File: src/rtl/igd_pkg.sv
// ----------------------------------------------------------------------------
// igd_pkg : shared types and constants for the interval group de-dup unit
// Field widths, overlap mode codes, sequencer states and the command and
// status bundles between the controller and the datapath.
// ----------------------------------------------------------------------------
package igd_pkg;

	localparam int DEPTH_DEF    = 64;
	localparam int POS_BITS_DEF = 32;
	localparam int INDEX_W      = 6;
	localparam int CHROM_W      = 8;
	localparam int CODE_W       = 4;
	localparam int MODE_W       = 2;

	localparam logic [MODE_W-1:0] MODE_EXACT     = 2'd1;
	localparam logic [MODE_W-1:0] MODE_HALF      = 2'd2;
	localparam logic [MODE_W-1:0] MODE_HALF_KIND = 2'd3;
	localparam logic [MODE_W-1:0] MODE_RESET     = MODE_EXACT;

	localparam logic [CODE_W-1:0] KIND_REF = 4'd0;

	typedef enum logic [4:0] {
		ST_LOAD,
		ST_START,
		ST_FIND_RD,
		ST_FIND_EV,
		ST_EMIT_WAIT,
		ST_GINIT,
		ST_SCAN_RD,
		ST_SCAN_EV,
		ST_GEND,
		ST_CAND_RD,
		ST_CAND_EV,
		ST_CNT_RD,
		ST_CNT_EV,
		ST_CAND_END,
		ST_PICK_RD,
		ST_PICK_EV,
		ST_FINISH
	} igd_state_t;

	typedef struct packed {
		logic in_en;      // take input words
		logic ptr_zero;
		logic ptr_inc;
		logic ptr_first;  // ptr <= group head, clear best class
		logic ptr_next;   // ptr <= group head + 1
		logic rd_ptr;
		logic rd_j;
		logic rd_best;
		logic grp_init;
		logic join_rec;
		logic cand_init;
		logic j_inc;
		logic cnt_step;
		logic cand_close;
		logic pend_load;
		logic out_pend;
		logic out_empty;
		logic out_last;
		logic batch_clr;
	} igd_cmd_t;

	typedef struct packed {
		logic batch_end;  // word with tlast accepted
		logic ptr_end;    // ptr at or past record count
		logic ptr_past;   // ptr beyond last group member
		logic j_past;
		logic skip;       // record at ptr used or reference
		logic grp_ptr;
		logic grp_j;
		logic brk;        // scan stops here
		logic joins;
		logic pend_v;
		logic out_free;
	} igd_sts_t;

endpackage

File: src/rtl/igd_ctrl.sv
// ----------------------------------------------------------------------------
// igd_ctrl : sequencer for the interval group de-dup unit
// Steps load, head search, group scan, class tally and result emission.
// ----------------------------------------------------------------------------
module igd_ctrl (
	input  logic             clk,
	input  logic             arst_n,
	input  igd_pkg::igd_sts_t sts,
	output igd_pkg::igd_cmd_t cmd
);
	import igd_pkg::*;

	igd_state_t state_q, state_nx;

	always_ff @(posedge clk or negedge arst_n) begin
		if (!arst_n) begin
			state_q <= ST_LOAD;
		end else begin
			state_q <= state_nx;
		end
	end

	always_comb begin
		cmd      = '0;
		state_nx = state_q;
		unique case (state_q)
			ST_LOAD: begin
				cmd.in_en = 1'b1;
				if (sts.batch_end) state_nx = ST_START;
			end
			ST_START: begin
				cmd.ptr_zero = 1'b1;
				state_nx     = ST_FIND_RD;
			end
			ST_FIND_RD: begin
				if (sts.ptr_end) begin
					state_nx = ST_FINISH;
				end else begin
					cmd.rd_ptr = 1'b1;
					state_nx   = ST_FIND_EV;
				end
			end
			ST_FIND_EV: begin
				if (sts.skip) begin
					cmd.ptr_inc = 1'b1;
					state_nx    = ST_FIND_RD;
				end else if (sts.pend_v) begin
					state_nx = ST_EMIT_WAIT;
				end else begin
					state_nx = ST_GINIT;
				end
			end
			ST_EMIT_WAIT: begin
				if (sts.out_free) begin
					cmd.out_pend = 1'b1;
					state_nx     = ST_GINIT;
				end
			end
			ST_GINIT: begin
				cmd.grp_init = 1'b1;
				cmd.ptr_inc  = 1'b1;
				state_nx     = ST_SCAN_RD;
			end
			ST_SCAN_RD: begin
				if (sts.ptr_end) begin
					state_nx = ST_GEND;
				end else begin
					cmd.rd_ptr = 1'b1;
					state_nx   = ST_SCAN_EV;
				end
			end
			ST_SCAN_EV: begin
				if (!sts.skip && sts.brk) begin
					state_nx = ST_GEND;
				end else begin
					cmd.join_rec = !sts.skip && sts.joins;
					cmd.ptr_inc  = 1'b1;
					state_nx     = ST_SCAN_RD;
				end
			end
			ST_GEND: begin
				cmd.ptr_first = 1'b1;
				state_nx      = ST_CAND_RD;
			end
			ST_CAND_RD: begin
				if (sts.ptr_past) begin
					state_nx = ST_PICK_RD;
				end else if (!sts.grp_ptr) begin
					cmd.ptr_inc = 1'b1;
				end else begin
					cmd.rd_ptr = 1'b1;
					state_nx   = ST_CAND_EV;
				end
			end
			ST_CAND_EV: begin
				cmd.cand_init = 1'b1;
				state_nx      = ST_CNT_RD;
			end
			ST_CNT_RD: begin
				if (sts.j_past) begin
					state_nx = ST_CAND_END;
				end else if (!sts.grp_j) begin
					cmd.j_inc = 1'b1;
				end else begin
					cmd.rd_j = 1'b1;
					state_nx = ST_CNT_EV;
				end
			end
			ST_CNT_EV: begin
				cmd.cnt_step = 1'b1;
				cmd.j_inc    = 1'b1;
				state_nx     = ST_CNT_RD;
			end
			ST_CAND_END: begin
				cmd.cand_close = 1'b1;
				cmd.ptr_inc    = 1'b1;
				state_nx       = ST_CAND_RD;
			end
			ST_PICK_RD: begin
				cmd.rd_best = 1'b1;
				state_nx    = ST_PICK_EV;
			end
			ST_PICK_EV: begin
				cmd.pend_load = 1'b1;
				cmd.ptr_next  = 1'b1;
				state_nx      = ST_FIND_RD;
			end
			ST_FINISH: begin
				if (sts.out_free) begin
					cmd.out_pend  = sts.pend_v;
					cmd.out_empty = !sts.pend_v;
					cmd.out_last  = 1'b1;
					cmd.batch_clr = 1'b1;
					state_nx      = ST_LOAD;
				end
			end
			default: state_nx = ST_LOAD;
		endcase
	end

endmodule

File: config.mk
export PLATFORM = sky130hd
export DESIGN_NAME = igd_ctrl
export DESIGN_NICKNAME = d
export VERILOG_FILES = /design/src/rtl/igd_pkg.sv /design/src/rtl/igd_ctrl.sv
export SDC_FILE = /design/constraint.sdc
export NUM_CORES = 1
export LEC_CHECK = 0
export BUFFER_PORTS_ARGS = -buffer_cell sky130_fd_sc_hd__buf_4
export CAP_MARGIN = 5
export CORE_UTILIZATION = 47
export DETAILED_ROUTE_END_ITERATION = 7
export PLACE_DENSITY_LB_ADDON = 0.3
export SETUP_SLACK_MARGIN = 0.2
export SYNTH_ARGS = -nofsm -noshare
export SYNTH_HDL_FRONTEND = slang
export SYNTH_SLANG_ARGS = --single-unit
export TNS_END_PERCENT = 100
File: constraint.sdc
create_clock -name clk -period 2.5 [get_ports clk]
set_input_delay 0.125 -clock clk [delete_from_list [all_inputs] [get_ports clk]]
set_output_delay 0.125 -clock clk [all_outputs]
set_load 0.01 [all_outputs]
==> results of run 1 <==
## how the worst min path moves through the flow
stage	from	endpoint	slack, ps	depth (start not counted)
finish	sts[4]	state_q[1]$_DFFE_PN0P_	180	3
global route	sts[4]	state_q[1]$_DFFE_PN0P_	180	3
CTS	sts[4]	state_q[1]$_DFFE_PN0P_	180	3
detailed placement	arst_n	state_q[3]$_DFFE_PN0P_	-70	1
global placement	arst_n	state_q[3]$_DFFE_PN0P_	-70	1
floorplan	arst_n	state_q[0]$_DFFE_PN0P_	-170	0
## per-layer routing
metal  vias up  wire length (um)
li1        392                 -
met1       370               713
met2        54               864
met3         5               175
met4         0                39
met5         -                 0
## per-stage QoR
step,area [um^2],total power (W),util
after global routing,873,0.000913,0.746
after detailed placement,837,0.000734,0.715
after global placement,837,0.000724,0.715
after CTS,873,0.000836,0.746
after floorplan,632,0.000580,-
final,873,0.000844,0.746
## cells in the mapped netlist, drive strengths merged
cell type / instances / area [um^2]
or4: 2 / 18.8
o21ba: 1 / 10.0
o311ai: 1 / 8.76
nor4b: 1 / 8.76
maj3: 1 / 10.0
nor3b: 1 / 7.51
nand3b: 1 / 7.51
a21oi: 7 / 35.0
nand3: 3 / 15.0
nand2: 10 / 37.5
mux2i: 1 / 10.0
and3: 5 / 31.3
a311o: 1 / 10.0
a31o: 1 / 8.76
or2: 1 / 6.26
a31oi: 1 / 6.26
o21ai: 5 / 25.0
o221ai: 1 / 8.76
a32o: 1 / 10.0
nor4: 3 / 18.8
and2: 3 / 18.8
buf: 6 / 33.8
nor2: 12 / 45.0
inv: 4 / 15.0
or3: 1 / 6.26
dfrtp: 5 / 125
nor2b: 4 / 27.5
nand2b: 2 / 12.5
nor3: 5 / 25.0
a22o: 2 / 17.5
clkbuf: 3 / 11.3
## placed cells by master, fill, tap and decap left out, types with 4 or more instances in the layout
master	Yosys	routed
and3_1	5	5
o21ai_0	5	5
nor2_1	12	12
nor3_1	5	5
nand2_1	10	10
buf_4	2	31
inv_1	4	4
dfrtp_1	5	5
a21oi_1	7	7
## layout make-up
class / instances / area [um^2] / share of cell area
timing repair buffer: 32 / 243 / 0.278
inverter: 4 / 15.0 / 0.0172
sequential: 5 / 125 / 0.143
clock buffer: 4 / 26.3 / 0.0301
multi-input combinational: 77 / 447 / 0.511
tap: 14 / 17.5 / 0.0201
## critical path, delay by kind of cell (launching register included)
kind,cells,cell delay (ps)
buf+inv,1,150
flops,1,620
simple gates,3,940
## power breakdown
part	switching, W	leakage [nW]	internal (W)
sequential	0.000137	0.0634	0.000115
combinational	0.000252	0.352	0.000247
clock	0.0000328	0.0150	0.0000603
## cell families after synthesis
kind of cell,after synthesis,synth area share
fa+ha+maj,1,0.0158
flops,5,0.198
mux,1,0.0158
simple gates,54,0.453
compound gates,21,0.222
buf+inv,13,0.0950
==> key figures, run 1 <==
Setup path
  • Startpoint Class: register
  • Critical path's largest stage delay: slightly above 600 ps
  • Slowest library cell on the worst path: dfrtp_1
  • WP data required: 2380 ps
  • RR Startpoint: state_q[2]$_DFFE_PN0P_
  • Minimum setup slack among reg-to-reg paths: around 590 ps
  • Critical Path Fanout Max: 16
  • Arrival time at the worst endpoint: between 1500 and 2000 ps
  • Setup CP Type: register to output pin
  • Critical Path Start: state_q[2]$_DFFE_PN0P_
  • CP endpoint: cmd[9]
  • Worst Setup End Kind: output pin
  • Crit Reg-Reg Endpoint: state_q[2]$_DFFE_PN0P_
  • Worst path cell trace: nand2b_1, or4_1, nor3b_1, buf_4
  • FF-to-FF path depth: 4

Routing
  • Post-DRT Antenna Nets: 0
  • Vias post-DR: slightly above 800
  • Via density: about 6
  • 1st-iter DRT viols: 25
  • DR pass1 iterations: 5
  • Post-route DRC: 0
  • WL final: approximately 1.8 mm
  • Routed wire per std cell: approximately 13 um

Timing
  • Hold Slack: ~180 ps
  • Relative slew slack: 0.637
  • Setup Total Neg Slack: 0 ps
  • Fmax: approximately 0.48 GHz
  • Final setup margin: ~420 ps
  • Finish-stage setup viols: 0
  • Clock skew: approximately 0.47 ps
  • Final Hold Violating Endpoints: 0
  • Minimum clock period: ~2100 ps
  • Period utilisation layout: 0.831
  • RSZ-0062 raised after global routing: no
  • Max Transition Viols Final: 0
  • Tightest Pin Transition: between 500 and 600 ps

Logic synthesis
  • Mean Syn Cell Area: approximately 6.7 um^2
  • Flops & latches, synth: 5
  • Net Count, Synth: 108
  • Unique masters post-synth: 36
  • Seq/Total Area, Yosys: 0.198
  • Mapped Cells: 95
  • Mapped Area: approximately 630 um^2
  • Synth warnings: 0

Finish
  • Fin cells: 136
  • # nets final: 136
  • Layout cells sized above 1: 0.303
  • Top reg by flops: state_q
  • Layout area overhead: 38.2%
  • Fillers: about 110
  • Biggest regs: state_q (5)
  • Number of flip-flops in the largest register: 5
  • # diodes: 0

GRT
  • Grt ovf: 0
  • Met2 GRT Util: 0.408
  • GR Util met1: 0.343
  • Global-route wire length before repair: 2.74 mm
  • Vias in the first global route: ~670
  • Gr usage total: 0.260
  • Initial antenna violation count: 0
  • GR peak layer: met2
  • Met3 usage: 0.0462
  • Largest net degree at the start of global routing: 20

Floorplan
  • Die ar.: approximately 1500 um^2
  • Starting Density: 0.540
  • I/O pin cnt: 32
  • Die X: slightly below 40 um
  • Die height: between 30 and 40 um
  • CORE AREA: between 1000 and 1500 um^2
  • Num rows: 12

Placed design
  • Routability-driven placement congestion ratio: a little over 0.9
  • Detail Placement HPWL: 1.35 mm
  • Dpl ws: 629 ps
  • Placed cell count: ~130
  • Port Buffer Count: 31

CTS
  • Number of CTS-inserted buffers: 3
  • CTS tree: done
  • Post-CTS Resized: 0
  • Setup bufs post-CTS: 0
  • Clk_lat worst skew: 240 ps
  • Root buf cell: clkbuf_4
  • Max clock buf depth: 2
  • Clock sinks: 5
  • Hold_buf cts: 1
  • Worst-path clk slew: about 40 ps
  • Htree depth: 1

Power and ir drop
  • Pwr per Cell Area: roughly 970 nW/um^2
  • Leak: about 0.43 nW
  • Worst VDD drop: about 730 uV

Job
  • Max cap viols: 0

Outcome
  • Status: finished, final reports clean

Worst hold path
  • HP Class: input pin to register
Power figures use the tool's default switching activity.
==> run 2: changes to the inputs <==
--- a/config.mk
+++ b/config.mk
@@ -7,7 +7,7 @@
 export LEC_CHECK = 0
 export BUFFER_PORTS_ARGS = -buffer_cell sky130_fd_sc_hd__buf_4
 export CAP_MARGIN = 5
-export CORE_UTILIZATION = 47
+export CORE_UTILIZATION = 40
 export DETAILED_ROUTE_END_ITERATION = 7
 export PLACE_DENSITY_LB_ADDON = 0.3
 export SETUP_SLACK_MARGIN = 0.2
==> constraint.sdc (replaced) <==
create_clock -name clk -period 1.7 [get_ports clk]
set_input_delay 0.085 -clock clk [delete_from_list [all_inputs] [get_ports clk]]
set_output_delay 0.085 -clock clk [all_outputs]
set_load 0.01 [all_outputs]
==> run 2 against run 1 <==
Net effect:
- the flow now stops in global routing (5_1_grt)
- synthesized area unchanged
- synthesized cell count unchanged
==> key figures, run 2 <==
Logic synthesis
  • Net Count, Synth: between 100 and 150
  • Synth area leader: dfrtp_1
  • Ys async rst share: 1.00
  • Seq/Total Area, Yosys: 0.198
  • Synth warnings: 0
  • Mapped Area: 632 um^2
  • Mean Syn Cell Area: about 6.7 um^2
  • Post-synth top flop: dfrtp_1
  • Number of synthesized flops with an enable pin: 0
  • Most common cell in the netlist: nor2_1
  • Flops & latches, synth: 5
  • Unique masters post-synth: 36
  • Synth area leaders: dfrtp_1 20%, nor2_1 7.1%, nand2_1 5.9%
  • Top cell type's share of synthesized area: 0.198
  • Mapped Cells: between 90 and 100
  • Post-synth top cells: 12 x nor2_1, 10 x nand2_1, 7 x a21oi_1

CTS
  • Root buf cell: clkbuf_4
  • Max clock buf depth: 2
  • Number of CTS-inserted buffers: 3
  • Htree depth: 1
  • Clock sinks: 5

Placed design
  • Detail Placement HPWL: around 1.6 mm
  • Port Buffer Count: 31
  • Routability-driven placement congestion ratio: slightly below 0.9

Floorplan
  • I/O pin cnt: 32
  • Num rows: 13
  • Starting Density: 0.457
  • Die X: between 40 and 50 um
  • Die height: between 40 and 50 um

GRT
  • Largest net degree at the start of global routing: 9

Outcome
  • Status: did not finish
  • Stage reached: global routing (5_1_grt)
  • First Err: [ERROR DPL-0038] Utilization greater than 100%, impossible to legalize

Timing
  • Worst ep type: primary output
  • GRT worst endpoint: cmd[7]
-- run 2: timing repair --
item | in CTS
hold endpoints to repair | 5
endpoints found under the setup margin | 19
pin swaps | 7
setup buffers | 16
hold buffers | 1
gates resized for setup | 30
-- run 2: cell families after synthesis --
| group | Yosys count | synth area share |
|---|---|---|
| and+or+nand+nor | 54 | 0.453 |
| buffers and inverters | 13 | 0.0950 |
| adders and majority gates | 1 | 0.0158 |
| DFF | 5 | 0.198 |
| muxes | 1 | 0.0158 |
| AOI/OAI and AO/OA | 21 | 0.222 |
-- run 2: stage by stage --
step	worst slack [ps]	area [um^2]	instances	util	hold WS (ps)
2_1_floorplan	81.6	639	95	-	-211
3_5_place_dp	56.1	951	146	0.688	-108
3_3_place_gp	81.3	951	146	0.688	-113
4_1_cts	9.93	1220	167	0.884	130
==> run 3: changes to the inputs <==
--- a/config.mk
+++ b/config.mk
@@ -7,10 +7,10 @@
 export LEC_CHECK = 0
 export BUFFER_PORTS_ARGS = -buffer_cell sky130_fd_sc_hd__buf_4
 export CAP_MARGIN = 5
-export CORE_UTILIZATION = 40
+export CORE_AREA = 2 2 63 65
 export DETAILED_ROUTE_END_ITERATION = 7
-export PLACE_DENSITY_LB_ADDON = 0.3
-export SETUP_SLACK_MARGIN = 0.2
+export DIE_AREA = 0 0 65 67
+export PLACE_DENSITY_LB_ADDON = 0.15
 export SYNTH_ARGS = -nofsm -noshare
 export SYNTH_HDL_FRONTEND = slang
 export SYNTH_SLANG_ARGS = --single-unit
==> constraint.sdc (replaced) <==
create_clock -name clk -period 2.21 [get_ports clk]
set_input_delay 0.1105 -clock clk [delete_from_list [all_inputs] [get_ports clk]]
set_output_delay 0.1105 -clock clk [all_outputs]
set_load 0.01 [all_outputs]
==> run 3 against run 2 <==
Net effect:
- the flow now finishes without violations
==> key figures, run 3 (synthesis results as in run 1) <==
Finish
  • # nets final: 140
  • Number of flip-flops in the largest register: 5
  • Multi-input logic area: 447 um^2
  • Fillers: 412
  • Biggest regs: state_q (5)
  • Top reg by flops: state_q
  • Register area: 125 um^2
  • # diodes: 0
  • Layout cells sized above 1: 0.325
  • Layout area overhead: 52.7%
  • Most frequent cells in the layout: 35 x buf_4, 12 x nor2_1, 10 x nand2_1, 7 x a21oi_1
  • Commonest non-fill, non-tap cell in the layout: buf_4

Power and ir drop
  • Pwr per Cell Area: 1130 nW/um^2
  • Total power draw: roughly 0.0011 W
  • Leak: around 0.46 nW
  • Worst VDD drop: 279 uV

GRT
  • Initial antenna violation count: 0
  • Vias in the first global route: roughly 800
  • Gr usage total: 0.112
  • Grt ovf: 0
  • Largest net degree at the start of global routing: 16
  • Global-route wire length before repair: 3.75 mm

Timing
  • Hold Slack: 195 ps
  • Final Hold Violating Endpoints: 0
  • Max Transition Viols Final: 0
  • RSZ-0062 raised after global routing: no
  • Setup Total Neg Slack: 0 ps
  • Period utilisation layout: 0.912
  • Relative slew slack: 0.692
  • Finish-stage setup viols: 0
  • Fmax: 0.496 GHz
  • Minimum clock period: a little over 2000 ps
  • Tightest Pin Transition: about 460 ps
  • Clock skew: just over 3 ps
  • Final setup margin: around 190 ps

Routing
  • Routed metal-1 wirelength: 1.02 mm
  • Via density: approximately 4.6
  • Post-DRT Antenna Nets: 0
  • WL final: ~2.3 mm
  • Routed wire per std cell: 13.0 um
  • Vias post-DR: 800
  • WL met3: between 150 and 200 um
  • Met2 wire len: between 1 and 1.5 mm
  • 1st-iter DRT viols: 22
  • Post-route DRC: 0
  • DR top layer: met4
  • DR pass1 iterations: 4

Setup path
  • Most common cell on crit path: buf_4
  • Crit Reg-Reg Endpoint: state_q[2]$_DFFE_PN0P_
  • Worst path cell trace: buf_4, nor3_1, and3_1, nor2b_1, buf_4
  • Critical Path Fanout Max: 12
  • Slowest library cell on the worst path: dfrtp_1
  • RR Startpoint: state_q[4]$_DFFE_PN0P_
  • FF-to-FF path depth: 4
  • Critical path's largest stage delay: 510 ps
  • Arrival time at the worst endpoint: 1910 ps
  • CP endpoint: cmd[2]
  • WP data required: roughly 2100 ps
  • Startpoint Class: register
  • Minimum setup slack among reg-to-reg paths: 370 ps
  • Setup CP Type: register to output pin
  • Critical Path Start: state_q[1]$_DFFE_PN0P_
  • Worst Setup End Kind: output pin

Floorplan
  • Die height: 67 um
  • Die X: between 60 and 70 um
  • Num rows: 22
  • CORE AREA: roughly 3600 um^2
  • Starting Density: 0.175
  • Die ar.: roughly 4400 um^2
  • I/O pin cnt: 32

CTS
  • Clock sinks: 5
  • Worst-path clk slew: ~30 ps
  • Hold_buf cts: 1
  • Number of CTS-inserted buffers: 3
  • Setup bufs post-CTS: 0
  • Htree depth: 1
  • Post-CTS Resized: 0
  • CTS tree: done
  • Clk_lat worst skew: about 220 ps
  • Root buf cell: clkbuf_8
  • Max clock buf depth: 2

Worst hold path
  • HP Class: input pin to register
  • WHS Path Cells: 3

Placed design
  • Port Buffer Count: 31
  • Detail Placement HPWL: 1.82 mm
  • Routability-driven placement congestion ratio: a little under 0.9
  • Dpl ws: around 390 ps

Job
  • Max cap viols: 0

Outcome
  • Status: finished, final reports clean
## run 3: worst min path at each step
stage | slack, ps | end | start
finish | 190 | state_q[1]$_DFFE_PN0P_ | sts[4]
floorplan | -190 | state_q[0]$_DFFE_PN0P_ | arst_n
global placement | -80 | state_q[3]$_DFFE_PN0P_ | arst_n
global route | 220 | state_q[1]$_DFFE_PN0P_ | sts[4]
CTS | 200 | state_q[1]$_DFFE_PN0P_ | sts[4]
detailed placement | -80 | state_q[3]$_DFFE_PN0P_ | arst_n
## run 3: final cells by class
class / instances / area share
multi-input combinational: 77 / 0.463
timing repair buffer: 36 / 0.283
sequential: 5 / 0.130
tap: 48 / 0.0623
clock buffer: 4 / 0.0467
inverter: 4 / 0.0156
## run 3: routing by layer
layer  track usage  vias to the layer above
li1              -                      402
met1         0.140                      356
met2         0.183                       38
met3        0.0236                        4
met4        0.0505                        0
met5             0                        -
## run 3: power breakdown
part | switching (W) | internal (W) | leakage [nW]
Sequential | 0.000115 | 0.000131 | 0.0634
Clock | 0.0000440 | 0.000124 | 0.0228
Combinational | 0.000359 | 0.000320 | 0.372
## run 3: through the flow
| stage | instance area (um^2) | util | cells |
|---|---|---|---|
| 6_report | 965 | 0.268 | 174 |
| 4_1_cts | 965 | 0.268 | 174 |
| 3_5_place_dp | 910 | 0.252 | 169 |
| 5_1_grt | 965 | 0.268 | 174 |
| 2_1_floorplan | 632 | - | 95 |
| 3_3_place_gp | 910 | 0.252 | 169 |
## run 3: worst max-delay path, delay by kind of cell, from the launching register on
family,cells,cell delay (ps)
simple gates,3,810
flops,1,510
buf+inv,2,370
==> run 4: changes to the inputs <==
--- a/config.mk
+++ b/config.mk
@@ -14,4 +14,4 @@
 export SYNTH_ARGS = -nofsm -noshare
 export SYNTH_HDL_FRONTEND = slang
 export SYNTH_SLANG_ARGS = --single-unit
-export TNS_END_PERCENT = 100
+export TNS_END_PERCENT = 1
==> constraint.sdc (replaced) <==
create_clock -name clk -period 2.21 [get_ports clk]
set_input_delay 0.3315 -clock clk [delete_from_list [all_inputs] [get_ports clk]]
set_output_delay 0.3315 -clock clk [all_outputs]
set_load 0.01 [all_outputs]
==> run 4 against run 3 <==
Net effect:
- worst hold slack improved by 200 ps
- total power up 1.1%
- sequential power is 6% lower
- combinational power rose by 3%
- largest cell class unchanged
==> key figures, run 4 (synthesis results as in run 1) <==
Outcome
  • Status: finished, final reports clean

Finish
  • # diodes: 0
  • Number of flip-flops in the largest register: 5
  • Layout cells sized above 1: 0.352
  • Layout area overhead: 55.4%
  • Fillers: ~410
  • Commonest non-fill, non-tap cell in the layout: buf_4
  • Most frequent cells in the layout: 37 x buf_4, 12 x nor2_1, 10 x nand2_1, 7 x a21oi_1
  • # nets final: 142
  • Biggest regs: state_q (5)
  • Top reg by flops: state_q

Placed design
  • Routability-driven placement congestion ratio: between 0.7 and 0.8
  • Port Buffer Count: 31
  • Detail Placement HPWL: between 1.5 and 2 mm

Job
  • Max cap viols: 0

CTS
  • CTS tree: done
  • Clock sinks: 5
  • Htree depth: 1
  • Root buf cell: clkbuf_8
  • Worst-path clk slew: approximately 40 ps
  • Max clock buf depth: 2
  • Number of CTS-inserted buffers: 3
  • Setup bufs post-CTS: 0
  • Clk_lat worst skew: 230 ps

Floorplan
  • CORE AREA: roughly 3600 um^2
  • Num rows: 22
  • Die X: approximately 65 um
  • I/O pin cnt: 32
  • Die height: around 67 um
  • Die ar.: 4360 um^2
  • Starting Density: 0.175

Routing
  • Post-DRT Antenna Nets: 0
  • 1st-iter DRT viols: 23
  • Post-route DRC: 0
  • DR pass1 iterations: 4
  • Routed wire per std cell: ~12 um
  • Vias post-DR: between 800 and 900
  • WL final: between 2 and 2.5 mm
  • Via density: 4.63

Setup path
  • Worst Setup End Kind: output pin
  • Slowest library cell on the worst path: dfrtp_1
  • Critical Path Fanout Max: 10
  • Startpoint Class: register
  • Worst path cell trace: nand2_1, or4_1, nor3b_1, buf_4
  • WP data required: approximately 1900 ps
  • Critical path's largest stage delay: between 500 and 600 ps
  • Setup CP Type: register to output pin
  • Arrival time at the worst endpoint: roughly 1800 ps

Timing
  • Relative slew slack: 0.722
  • Max Transition Viols Final: 0
  • Minimum clock period: between 2000 and 2500 ps
  • Period utilisation layout: 0.940
  • Fmax: 0.481 GHz
  • Hold Slack: a little under 400 ps
  • Final Hold Violating Endpoints: 0
  • RSZ-0062 raised after global routing: no
  • Setup Total Neg Slack: 0 ps
  • Clock skew: roughly 2.2 ps
  • Tightest Pin Transition: approximately 410 ps
  • Finish-stage setup viols: 0

GRT
  • Gr usage total: 0.104
  • Grt ovf: 0
  • Vias in the first global route: 760
  • Global-route wire length before repair: 3.45 mm
  • Initial antenna violation count: 0
  • Largest net degree at the start of global routing: 15

Power and ir drop
  • Pwr per Cell Area: between 1000 and 1500 nW/um^2
  • Total power draw: ~0.0011 W
  • Leak: about 0.47 nW
  • Worst VDD drop: approximately 270 uV

Worst hold path
  • HP Class: input pin to register
==> run 4: cell count changes in the layout (fill, tap and decap cells not counted), sizes merged <==
cell,change
buf,+2
==> run 4: critical path, delay by kind of cell, from the launching register on <==
kind / cells / cell delay, ps
and+or+nand+nor: 3 / 840
DFF: 1 / 520
buffers and inverters: 1 / 150
==> run 4: repair_timing <==
action | 4_1_cts | 5_1_grt
setup endpoints to repair | 0 | 1
hold buffers | 1 | 0
endpoints found under the hold margin | 5 | 0
gates resized for setup | 0 | 2
==> run 4: cell type report <==
type | count | area (um^2) | area share
tap | 48 | 60.1 | 0.0611
inverter | 4 | 15.0 | 0.0153
clock buffer | 4 | 45.0 | 0.0459
sequential | 5 | 128 | 0.130
multi-input combinational | 77 | 447 | 0.455
timing repair buffer | 38 | 288 | 0.293
==> run 4: power breakdown <==
part / total [W] / switching, W / internal (W)
Combinational: 0.000696 / 0.000361 / 0.000336
Clock: 0.000176 / 0.0000514 / 0.000124
Sequential: 0.000232 / 0.0000976 / 0.000135
==> run 4: path summary, 6_finish.rpt <==
| path | slack, ps | cells past startpoint | to | from |
|---|---|---|---|---|
| worst max-delay path | 130 | 4 | cmd[9] | state_q[1]$_DFFE_PN0P_ |
| worst min-delay path | 400 | 3 | state_q[1]$_DFFE_PN0P_ | sts[4] |
| worst max register to register | 440 | 6 | state_q[2]$_DFFE_PN0P_ | state_q[4]$_DFFE_PN0P_ |
| worst min register to register | 610 | 1 | state_q[4]$_DFFE_PN0P_ | state_q[0]$_DFFE_PN0P_ |
| max in group asynchronous | 1650 | 2 | state_q[0]$_DFFE_PN0P_ | arst_n |
| min in group asynchronous | 450 | 2 | state_q[1]$_DFFE_PN0P_ | arst_n |
==> run 4: layer usage <==
layer | track usage | vias up | share of wire
li1 | - | 405 | -
met1 | 0.135 | 364 | 0.47
met2 | 0.164 | 40 | 0.44
met3 | 0.0118 | 6 | 0.064
met4 | 0.0612 | 0 | 0.021
met5 | 0 | - | 0
==> run 4: through the flow <==
stage | std cells | util | setup WS [ps] | instance area, um^2
2_1_floorplan | 95 | - | 313 | 632
5_1_grt | 176 | 0.272 | 16.4 | 982
3_3_place_gp | 171 | 0.256 | 313 | 925
4_1_cts | 176 | 0.272 | 111 | 980
6_report | 176 | 0.272 | 132 | 982
3_5_place_dp | 171 | 0.256 | 365 | 925
